### config.mk
export PLATFORM = sky130hd
export DESIGN_NAME = adpcm_nibble_frame_decoder_flat
export DESIGN_NICKNAME = d
export VERILOG_FILES = /design/src/sv/anfd_pkg.sv /design/src/sv/anfd_if.sv /design/src/sv/anfd_mac.sv /design/src/sv/adpcm_nibble_frame_decoder.sv /design/src/flat_wrapper.sv
export SDC_FILE = /design/constraint.sdc
export NUM_CORES = 1
export LEC_CHECK = 0
export CAP_MARGIN = 20
export CORE_ASPECT_RATIO = 0.7
export CORE_UTILIZATION = 40
export CTS_CLUSTER_SIZE = 30
export DETAILED_ROUTE_END_ITERATION = 8
export DONT_BUFFER_PORTS = 1
export HOLD_SLACK_MARGIN = 0.1
export MAX_ROUTING_LAYER = met4
export PLACE_DENSITY = 0.65
export SLEW_MARGIN = 25
export SYNTH_ARGS = -nofsm -noshare
export SYNTH_HDL_FRONTEND = slang
export SYNTH_SLANG_ARGS = --single-unit
### constraint.sdc
create_clock -name clk_i -period 12.74 [get_ports clk_i]
set_input_delay 2.548 -clock clk_i [delete_from_list [all_inputs] [get_ports clk_i]]
set_output_delay 2.548 -clock clk_i [all_outputs]
set_load 0.02 [all_outputs]
### src/sv/anfd_pkg.sv
package anfd_pkg;

  localparam int unsigned FrameDataBytes = 8;
  localparam int unsigned PredShift      = 11;
  localparam int unsigned SampleW        = 16;
  localparam int unsigned AccW           = 2 * SampleW;
  localparam int unsigned CntW           = 4;

  typedef logic signed [SampleW-1:0] sample_t;
  typedef logic signed [AccW-1:0]    acc_t;

  // MAC control: en loads the accumulator, clr restarts the sum
  typedef struct packed {
    logic en;
    logic clr;
  } mac_ctrl_t;

  function automatic sample_t coef_c1(input logic [3:0] idx);
    sample_t c;
    case (idx)
      4'd0:    c = 16'sh0000;
      4'd1:    c = 16'sh0800;
      4'd2:    c = 16'sh0000;
      4'd3:    c = 16'sh0400;
      4'd4:    c = 16'sh1000;
      4'd5:    c = 16'sh0E00;
      4'd6:    c = 16'sh0C00;
      4'd7:    c = 16'sh1200;
      4'd8:    c = 16'sh1068;
      4'd9:    c = 16'sh12C0;
      4'd10:   c = 16'sh1400;
      4'd11:   c = 16'sh0800;
      4'd12:   c = 16'sh0400;
      4'd13:   c = 16'shFC00;
      4'd14:   c = 16'shFC00;
      4'd15:   c = 16'shF800;
      default: c = 16'sh0000;
    endcase
    return c;
  endfunction

  function automatic sample_t coef_c2(input logic [3:0] idx);
    sample_t c;
    case (idx)
      4'd0:    c = 16'sh0000;
      4'd1:    c = 16'sh0000;
      4'd2:    c = 16'sh0800;
      4'd3:    c = 16'sh0400;
      4'd4:    c = 16'shF800;
      4'd5:    c = 16'shFA00;
      4'd6:    c = 16'shFC00;
      4'd7:    c = 16'shF600;
      4'd8:    c = 16'shF738;
      4'd9:    c = 16'shF704;
      4'd10:   c = 16'shF400;
      4'd11:   c = 16'shF800;
      4'd12:   c = 16'shFC00;
      4'd13:   c = 16'sh0400;
      4'd14:   c = 16'sh0000;
      4'd15:   c = 16'sh0000;
      default: c = 16'sh0000;
    endcase
    return c;
  endfunction

  // nibble scaled by the frame shift plus the floored prediction, wrapped to 16 bits
  function automatic sample_t calc_sample(input logic [3:0] nib, input logic [3:0] shift,
                                          input acc_t acc);
    logic [SampleW-1:0] ext;
    logic [SampleW-1:0] scaled;
    ext    = {{(SampleW-4){nib[3]}}, nib};
    scaled = ext << shift;
    return sample_t'(scaled + acc[PredShift +: SampleW]);
  endfunction

endpackage

### src/sv/anfd_if.sv
interface anfd_in_if;
  logic       valid;
  logic       ready;
  logic [7:0] data_byte;
  logic       clear_history;
  logic       block_end;

  modport source (output valid, output data_byte, output clear_history, output block_end,
                  input ready);
  modport sink (input valid, input data_byte, input clear_history, input block_end,
                output ready);
endinterface

interface anfd_out_if;
  logic               valid;
  logic               ready;
  logic signed [15:0] sample_first;
  logic signed [15:0] sample_second;
  logic               channel;

  modport source (output valid, output sample_first, output sample_second, output channel,
                  input ready);
  modport sink (input valid, input sample_first, input sample_second, input channel,
                output ready);
endinterface

### src/sv/anfd_mac.sv
module anfd_mac import anfd_pkg::*; (
  input  logic      clk_i,
  input  logic      rst_ni,
  input  mac_ctrl_t ctrl_i,
  input  sample_t   a_i,
  input  sample_t   b_i,
  output acc_t      acc_o
);

  acc_t prod;
  acc_t acc_d, acc_q;

  assign prod  = acc_t'(a_i) * acc_t'(b_i);
  assign acc_d = (ctrl_i.clr ? '0 : acc_q) + prod;
  assign acc_o = acc_q;

  always_ff @(posedge clk_i or negedge rst_ni) begin
    if (!rst_ni) begin
      acc_q <= '0;
    end else if (ctrl_i.en) begin
      acc_q <= acc_d;
    end
  end

endmodule

### src/sv/adpcm_nibble_frame_decoder.sv
// ADPCM frame decoder: 9-byte frames (header + 8 data bytes), two samples per data byte.
// in_i carries one compressed byte per word, with clear_history and block_end flags.
// A header byte is absorbed in the idle state and gives no output word. A data byte gives
// one output word on out_o: both samples and the channel they belong to.
// A data byte steps through S_M1, S_M2, S_F1, S_M3, S_M4 and S_F2 into the output register.
// in_i.ready is low while the byte runs through the sequencer, so no new byte is taken
// until it is done. The sequencer uses a single 16x16 multiply-accumulate unit four
// times (c1*recent, c2*older, then c1*first, c2*recent) with a sample add after
// each pair.
// User must write stereo_mode via cfg_we_i/cfg_data_i only while idle (not enforced).
// Reset sets stereo_mode to 1 and clears both channel histories, the frame position
// (next byte is a left header) and the output register.
// The output register lets the next byte be taken while a word waits on out_o;
// if it is still full when the next result is ready, the sequencer holds until
// out_o.ready frees it.
module adpcm_nibble_frame_decoder import anfd_pkg::*; (
  input  logic  clk_i,
  input  logic  rst_ni,
  input  logic  cfg_we_i,
  input  logic  cfg_data_i,
  anfd_in_if.sink    in_i,
  anfd_out_if.source out_o
);

  typedef enum logic [2:0] {
    S_IDLE, S_M1, S_M2, S_F1, S_M3, S_M4, S_F2
  } state_e;

  state_e          state_q;
  logic            stereo_q;
  sample_t         recent_q [2];
  sample_t         older_q  [2];
  logic [3:0]      shift_q;
  logic [3:0]      coef_q;
  logic [CntW-1:0] bif_q;
  logic            chan_q;
  logic            ch_q;
  logic [7:0]      byte_q;
  sample_t         wr_q, wo_q, s1_q;
  logic            out_valid_q;
  sample_t         out_first_q, out_second_q;
  logic            out_ch_q;

  logic            in_acc;
  logic [CntW-1:0] bif_eff;
  logic            ch_eff;
  logic            load_out;
  mac_ctrl_t       mac_ctrl;
  sample_t         mac_a, mac_b;
  acc_t            acc;
  sample_t         s_new;

  assign in_i.ready = (state_q == S_IDLE);
  assign in_acc     = in_i.valid && in_i.ready;
  assign bif_eff    = in_i.clear_history ? '0 : bif_q;
  assign ch_eff     = in_i.clear_history ? 1'b0 : chan_q;
  assign load_out   = (state_q == S_F2) && (!out_valid_q || out_o.ready);

  always_comb begin
    mac_ctrl.en  = 1'b0;
    mac_ctrl.clr = 1'b0;
    mac_a        = coef_c1(coef_q);
    mac_b        = wr_q;
    case (state_q)
      S_M1: begin
        mac_ctrl.en  = 1'b1;
        mac_ctrl.clr = 1'b1;
      end
      S_M2: begin
        mac_ctrl.en = 1'b1;
        mac_a       = coef_c2(coef_q);
        mac_b       = wo_q;
      end
      S_M3: begin
        mac_ctrl.en  = 1'b1;
        mac_ctrl.clr = 1'b1;
        mac_b        = s1_q;
      end
      S_M4: begin
        mac_ctrl.en = 1'b1;
        mac_a       = coef_c2(coef_q);
      end
      default: ;
    endcase
  end

  anfd_mac u_mac (
    .clk_i  (clk_i),
    .rst_ni (rst_ni),
    .ctrl_i (mac_ctrl),
    .a_i    (mac_a),
    .b_i    (mac_b),
    .acc_o  (acc)
  );

  // high nibble in the first pass, low nibble in the second
  assign s_new = calc_sample((state_q == S_F1) ? byte_q[7:4] : byte_q[3:0], shift_q, acc);

  always_ff @(posedge clk_i or negedge rst_ni) begin
    if (!rst_ni) begin
      state_q      <= S_IDLE;
      stereo_q     <= 1'b1;
      recent_q[0]  <= '0;
      recent_q[1]  <= '0;
      older_q[0]   <= '0;
      older_q[1]   <= '0;
      shift_q      <= '0;
      coef_q       <= '0;
      bif_q        <= '0;
      chan_q       <= 1'b0;
      ch_q         <= 1'b0;
      byte_q       <= '0;
      wr_q         <= '0;
      wo_q         <= '0;
      s1_q         <= '0;
      out_valid_q  <= 1'b0;
      out_first_q  <= '0;
      out_second_q <= '0;
      out_ch_q     <= 1'b0;
    end else begin
      if (cfg_we_i) begin
        stereo_q <= cfg_data_i;
      end
      if (out_valid_q && out_o.ready) begin
        out_valid_q <= 1'b0;
      end
      case (state_q)
        S_IDLE: begin
          if (in_acc) begin
            if (in_i.clear_history) begin
              recent_q[0] <= '0;
              recent_q[1] <= '0;
              older_q[0]  <= '0;
              older_q[1]  <= '0;
            end
            chan_q <= ch_eff;
            if (bif_eff == '0) begin
              shift_q <= in_i.data_byte[7:4];
              coef_q  <= in_i.data_byte[3:0];
              bif_q   <= CntW'(1);
            end else begin
              byte_q  <= in_i.data_byte;
              ch_q    <= ch_eff;
              wr_q    <= recent_q[ch_eff];
              wo_q    <= older_q[ch_eff];
              state_q <= S_M1;
              if (bif_eff >= CntW'(FrameDataBytes)) begin
                bif_q  <= '0;
                chan_q <= stereo_q && !ch_eff;
              end else begin
                bif_q <= bif_eff + CntW'(1);
              end
            end
            // block end overrides the frame position: next byte is a left header
            if (in_i.block_end) begin
              bif_q  <= '0;
              chan_q <= 1'b0;
            end
          end
        end
        S_M1: state_q <= S_M2;
        S_M2: state_q <= S_F1;
        S_F1: begin
          s1_q    <= s_new;
          state_q <= S_M3;
        end
        S_M3: state_q <= S_M4;
        S_M4: state_q <= S_F2;
        S_F2: begin
          // hold until the output register is free
          if (load_out) begin
            out_valid_q      <= 1'b1;
            out_first_q      <= s1_q;
            out_second_q     <= s_new;
            out_ch_q         <= ch_q;
            older_q[ch_q]    <= s1_q;
            recent_q[ch_q]   <= s_new;
            state_q          <= S_IDLE;
          end
        end
        default: state_q <= S_IDLE;
      endcase
    end
  end

  assign out_o.valid         = out_valid_q;
  assign out_o.sample_first  = out_first_q;
  assign out_o.sample_second = out_second_q;
  assign out_o.channel       = out_ch_q;

  a_bif_range: assert property (@(posedge clk_i) disable iff (!rst_ni)
    bif_q <= CntW'(FrameDataBytes))
    else $error("frame position beyond the last data byte");

  a_data_busy: assert property (@(posedge clk_i) disable iff (!rst_ni)
    (in_acc && bif_eff != '0) |=> !in_i.ready)
    else $error("ready stayed high after a data byte was taken");

  a_load_from_f2: assert property (@(posedge clk_i) disable iff (!rst_ni)
    $rose(out_valid_q) |-> $past(state_q == S_F2))
    else $error("output word loaded outside the final sequencer step");

  a_header_silent: assert property (@(posedge clk_i) disable iff (!rst_ni)
    (in_acc && bif_eff == '0) |=> in_i.ready)
    else $error("header byte did not return to idle");

endmodule
### src/flat_wrapper.sv
// flat-port wrapper written by rule: the top's interface ports become plain ports
module adpcm_nibble_frame_decoder_flat import anfd_pkg::*;
  (clk_i, rst_ni, cfg_we_i, cfg_data_i, in_i_valid, in_i_data_byte, in_i_clear_history, in_i_block_end, in_i_ready, out_o_valid, out_o_sample_first, out_o_sample_second, out_o_channel, out_o_ready);
  anfd_in_if in_i_i ();
  anfd_out_if out_o_i ();
  input  logic clk_i;
  input  logic rst_ni;
  input  logic cfg_we_i;
  input  logic cfg_data_i;
  input wire logic [$bits(in_i_i.valid)-1:0] in_i_valid;
  input wire logic [$bits(in_i_i.data_byte)-1:0] in_i_data_byte;
  input wire logic [$bits(in_i_i.clear_history)-1:0] in_i_clear_history;
  input wire logic [$bits(in_i_i.block_end)-1:0] in_i_block_end;
  output wire logic [$bits(in_i_i.ready)-1:0] in_i_ready;
  output wire logic [$bits(out_o_i.valid)-1:0] out_o_valid;
  output wire logic [$bits(out_o_i.sample_first)-1:0] out_o_sample_first;
  output wire logic [$bits(out_o_i.sample_second)-1:0] out_o_sample_second;
  output wire logic [$bits(out_o_i.channel)-1:0] out_o_channel;
  input wire logic [$bits(out_o_i.ready)-1:0] out_o_ready;
  assign in_i_i.valid = in_i_valid;
  assign in_i_i.data_byte = in_i_data_byte;
  assign in_i_i.clear_history = in_i_clear_history;
  assign in_i_i.block_end = in_i_block_end;
  assign in_i_ready = in_i_i.ready;
  assign out_o_valid = out_o_i.valid;
  assign out_o_sample_first = out_o_i.sample_first;
  assign out_o_sample_second = out_o_i.sample_second;
  assign out_o_channel = out_o_i.channel;
  assign out_o_i.ready = out_o_ready;
  adpcm_nibble_frame_decoder u_core (.clk_i(clk_i), .rst_ni(rst_ni), .cfg_we_i(cfg_we_i), .cfg_data_i(cfg_data_i), .in_i(in_i_i), .out_o(out_o_i));
endmodule
==> results_dict.tcl <==
set metrics [dict create \
    tritoncts "yes" \
    clock_sinks 197 \
    synth_area_leaders "dfrtp_1 28%, fa_1 24%, ha_1 7.5%, inv_1 6.1%, nand2_1 5.2%" \
    cp-end-kind "flip-flop" \
    syn-instance-count 1824 \
    crit_required_ps 13060 \
    drc_errors 0 \
    numCtsBuffers 17 \
    drv_slew 0 \
    post_cts_resized 0 \
    outcome "complete, no violations" \
    synth_area_per_cell_um2 9.48 \
    clkTransAtPathRegs_ps 80 \
    final_cell_mix "281 x inv_1, 241 x nand2_1, 209 x fa_1, 196 x dfrtp_1, 164 x nor2_1" \
    dp_hpwl_mm 38.6 \
    port_buffers 0 \
    die_h_um 176 \
    finalSetupTns_ps 0 \
    fin_skew_ps 26.0 \
    tightest_slew_ps 1130 \
    firstDrtPassIters 5 \
    period_minus_slack_ps 8490 \
    vias 12800 \
    diodes 0 \
    syn-cell-area_um2 17300 \
    cts_setup_buffers 0 \
    r2r_setup_slack_ps 4250 \
    fillCellCount 4027 \
    yosysTopAreaCell "dfrtp_1" \
    die_x_um 250 \
    via_per_inst 5.43 \
    ys.flop_type "dfrtp_1" \
    final_common_cell "inv_1" \
    hp-class "flip-flop to flip-flop" \
    rsz0062_at_grt "no" \
    async_flop_share_pct 100 \
    max_freq_mhz 118 \
    cts_hold_buf 0 \
    synth_edf_count 0 \
    grt_pass1_wl_mm 77.1 \
    core_area_um2 42500 \
    ys_types 62 \
    gp_congestion 0.955 \
    drtIter0Drc 1441 \
    yosys_warnings 0 \
    antenna_found_initial 4 \
    stdcell_count 2353 \
    finalCritPeriodShare_pct 66.7 \
    finalSetupViolCount 0 \
    dieArea_um2 44100 \
    cp_data_arrival_time_ps 8810 \
    overflow 0 \
    setup_ws_ps 4250 \
    areaGrowthSynthToFinish_pct 6.93 \
    initial_core_util_pct 40.7 \
    synth-seq-cells 197 \
    avgRoutedWirePerCell_um 20.5 \
    maxCapViolCount 0 \
    hold_viol_final 0 \
    grt_max_degree 198 \
    synth_top_area_share_pct 28.4 \
    clk_latency_ps 470 \
    dp_slack_ps 4420 \
    grtUsageTotal_pct 23.8 \
    synthesis.nets 2152 \
    cts_max_level 4 \
    yosysSeqAreaShare_pct 28.5 \
    critPathMaxFanout 27 \
    slew_headroom_pct 24.7 \
    antenna_left 0 \
    grt_pass1_vias 12800 \
    drive_above_1_share_pct 5.77 \
    placed_cells 2321 \
    num_rows 63 \
    final_nets 2116 \
    drt_wl_total_mm 48.1 \
    critical_path_class "flip-flop to flip-flop" \
    cts_root_buf "clkbuf_16" \
    cp-start-kind "flip-flop" \
    ios 51 \
    clock_path_buffers 2 \
]
[path summary, 6_finish.rpt]
kind / from / to / depth (start not counted)
max: u_core.state_q[0]$_DFFE_PN0P_ / u_core.u_mac.acc_o[26]$_DFFE_PN0P_ / 24
min: u_core.recent_q[29]$_DFFE_PN0P_ / u_core.recent_q[29]$_DFFE_PN0P_ / 2
max reg2reg: u_core.state_q[0]$_DFFE_PN0P_ / u_core.u_mac.acc_o[26]$_DFFE_PN0P_ / 24
min reg2reg: u_core.recent_q[29]$_DFFE_PN0P_ / u_core.recent_q[29]$_DFFE_PN0P_ / 2
max in group asynchronous: rst_ni / u_core.shift_q[2]$_DFFE_PN0P_ / 0
min in group asynchronous: rst_ni / u_core.bif_q[0]$_DFFE_PN0P_ / 0
[cell families after synthesis]
group	Yosys count	share of synthesized area, %
AO/OA/AOI/OAI	322	12.0
flip-flops	197	28.5
XOR/XNOR	50	2.66
adder cells (fa/ha/maj)	312	31.7
multiplexers	73	4.61
AND/OR/NAND/NOR	514	12.7
buffers and inverters	356	7.87
[state kept, by name, summed over array words and instances (netlist names), 3 cells and up]
register / count
u_core.u_mac.acc_o: 25
u_core.wr_q: 16
u_core.s1_q: 16
u_core.byte_q: 8
u_core.recent_q: 32
u_core.shift_q: 4
u_core.out_o.sample_second: 16
u_core.state_q: 3
u_core.older_q: 32
u_core.wo_q: 16
u_core.bif_q: 4
u_core.coef_q: 4
u_core.out_o.sample_first: 16
[layout make-up]
type,instances,area (um2),share of cell area (%)
Tap cell,552,691,3.74
Clock inverter,15,206,1.12
Inverter,283,1070,5.77
Timing Repair Buffer,18,135,0.731
Multi-Input combinational cell,1271,11000,59.7
Sequential cell,197,4930,26.7
Clock buffer,17,425,2.30
[through the flow]
| step | area, um2 | utilization [%] | hold WS [ps] |
|---|---|---|---|
| after CTS | 18500 | 43.5 | 487 |
| final | 18500 | 43.5 | 485 |
| after detailed placement | 17900 | 42.0 | 470 |
| after floorplan | 17300 | - | 442 |
| after global routing | 18500 | 43.5 | 503 |
| after global placement | 17800 | 42.0 | 458 |
[critical path, stage by stage (launching register included)]
cell,delay (ps)
dfrtp_1,900
clkinv_1,510
a21boi_4,600
a21boi_2,160
a211oi_1,320
a21o_1,450
nand2_1,140
fa_1,500
fa_1,480
fa_1,520
fa_1,540
inv_1,50
fa_1,470
inv_1,60
fa_1,480
inv_1,40
ha_1,360
nor2b_1,340
nor2_1,80
nand3b_1,190
o221ai_1,320
o31a_1,400
a21oi_1,190
xor2_1,170
o21ai_1,70
[metal layers]
| layer | global-route usage, % | up-vias | share of wire, % |
|---|---|---|---|
| met1 | 36.5 | 6458 | 49 |
| met2 | 32.0 | 495 | 41 |
| met4 | 3.53 | 0 | 1.2 |
| met3 | 5.63 | 50 | 9.2 |
| met5 | - | - | 0 |
| li1 | - | 5775 | - |
[cell usage after synthesis (2+ instances only)]
cell type,number
a211oi_1,11
buf_1,6
nor3b_1,6
o211ai_1,2
a31oi_1,6
o22a_1,6
and3_1,3
xnor2_1,32
o311ai_0,3
nand3b_1,3
clkbuf_1,61
a21o_1,23
mux4_2,2
o31a_1,3
o21ai_1,5
mux2i_1,41
and2_1,3
a22oi_1,14
a22o_1,43
dfrtp_1,196
xor2_1,16
buf_2,4
o21a_1,5
nand2_1,241
nand3_1,12
mux2_2,29
nand2b_1,25
nor2b_1,34
inv_1,281
a21boi_0,4
o22ai_1,12
ha_1,103
or3_1,3
a21oi_1,75
or2_2,2
buf_6,2
nor2_1,165
fa_1,209
o31ai_1,7
o21bai_1,5
o21ai_0,91
nor3_1,10
Power is not shown: default switching activity piles up to over one toggle a cycle in this logic, so the estimate is an artifact.
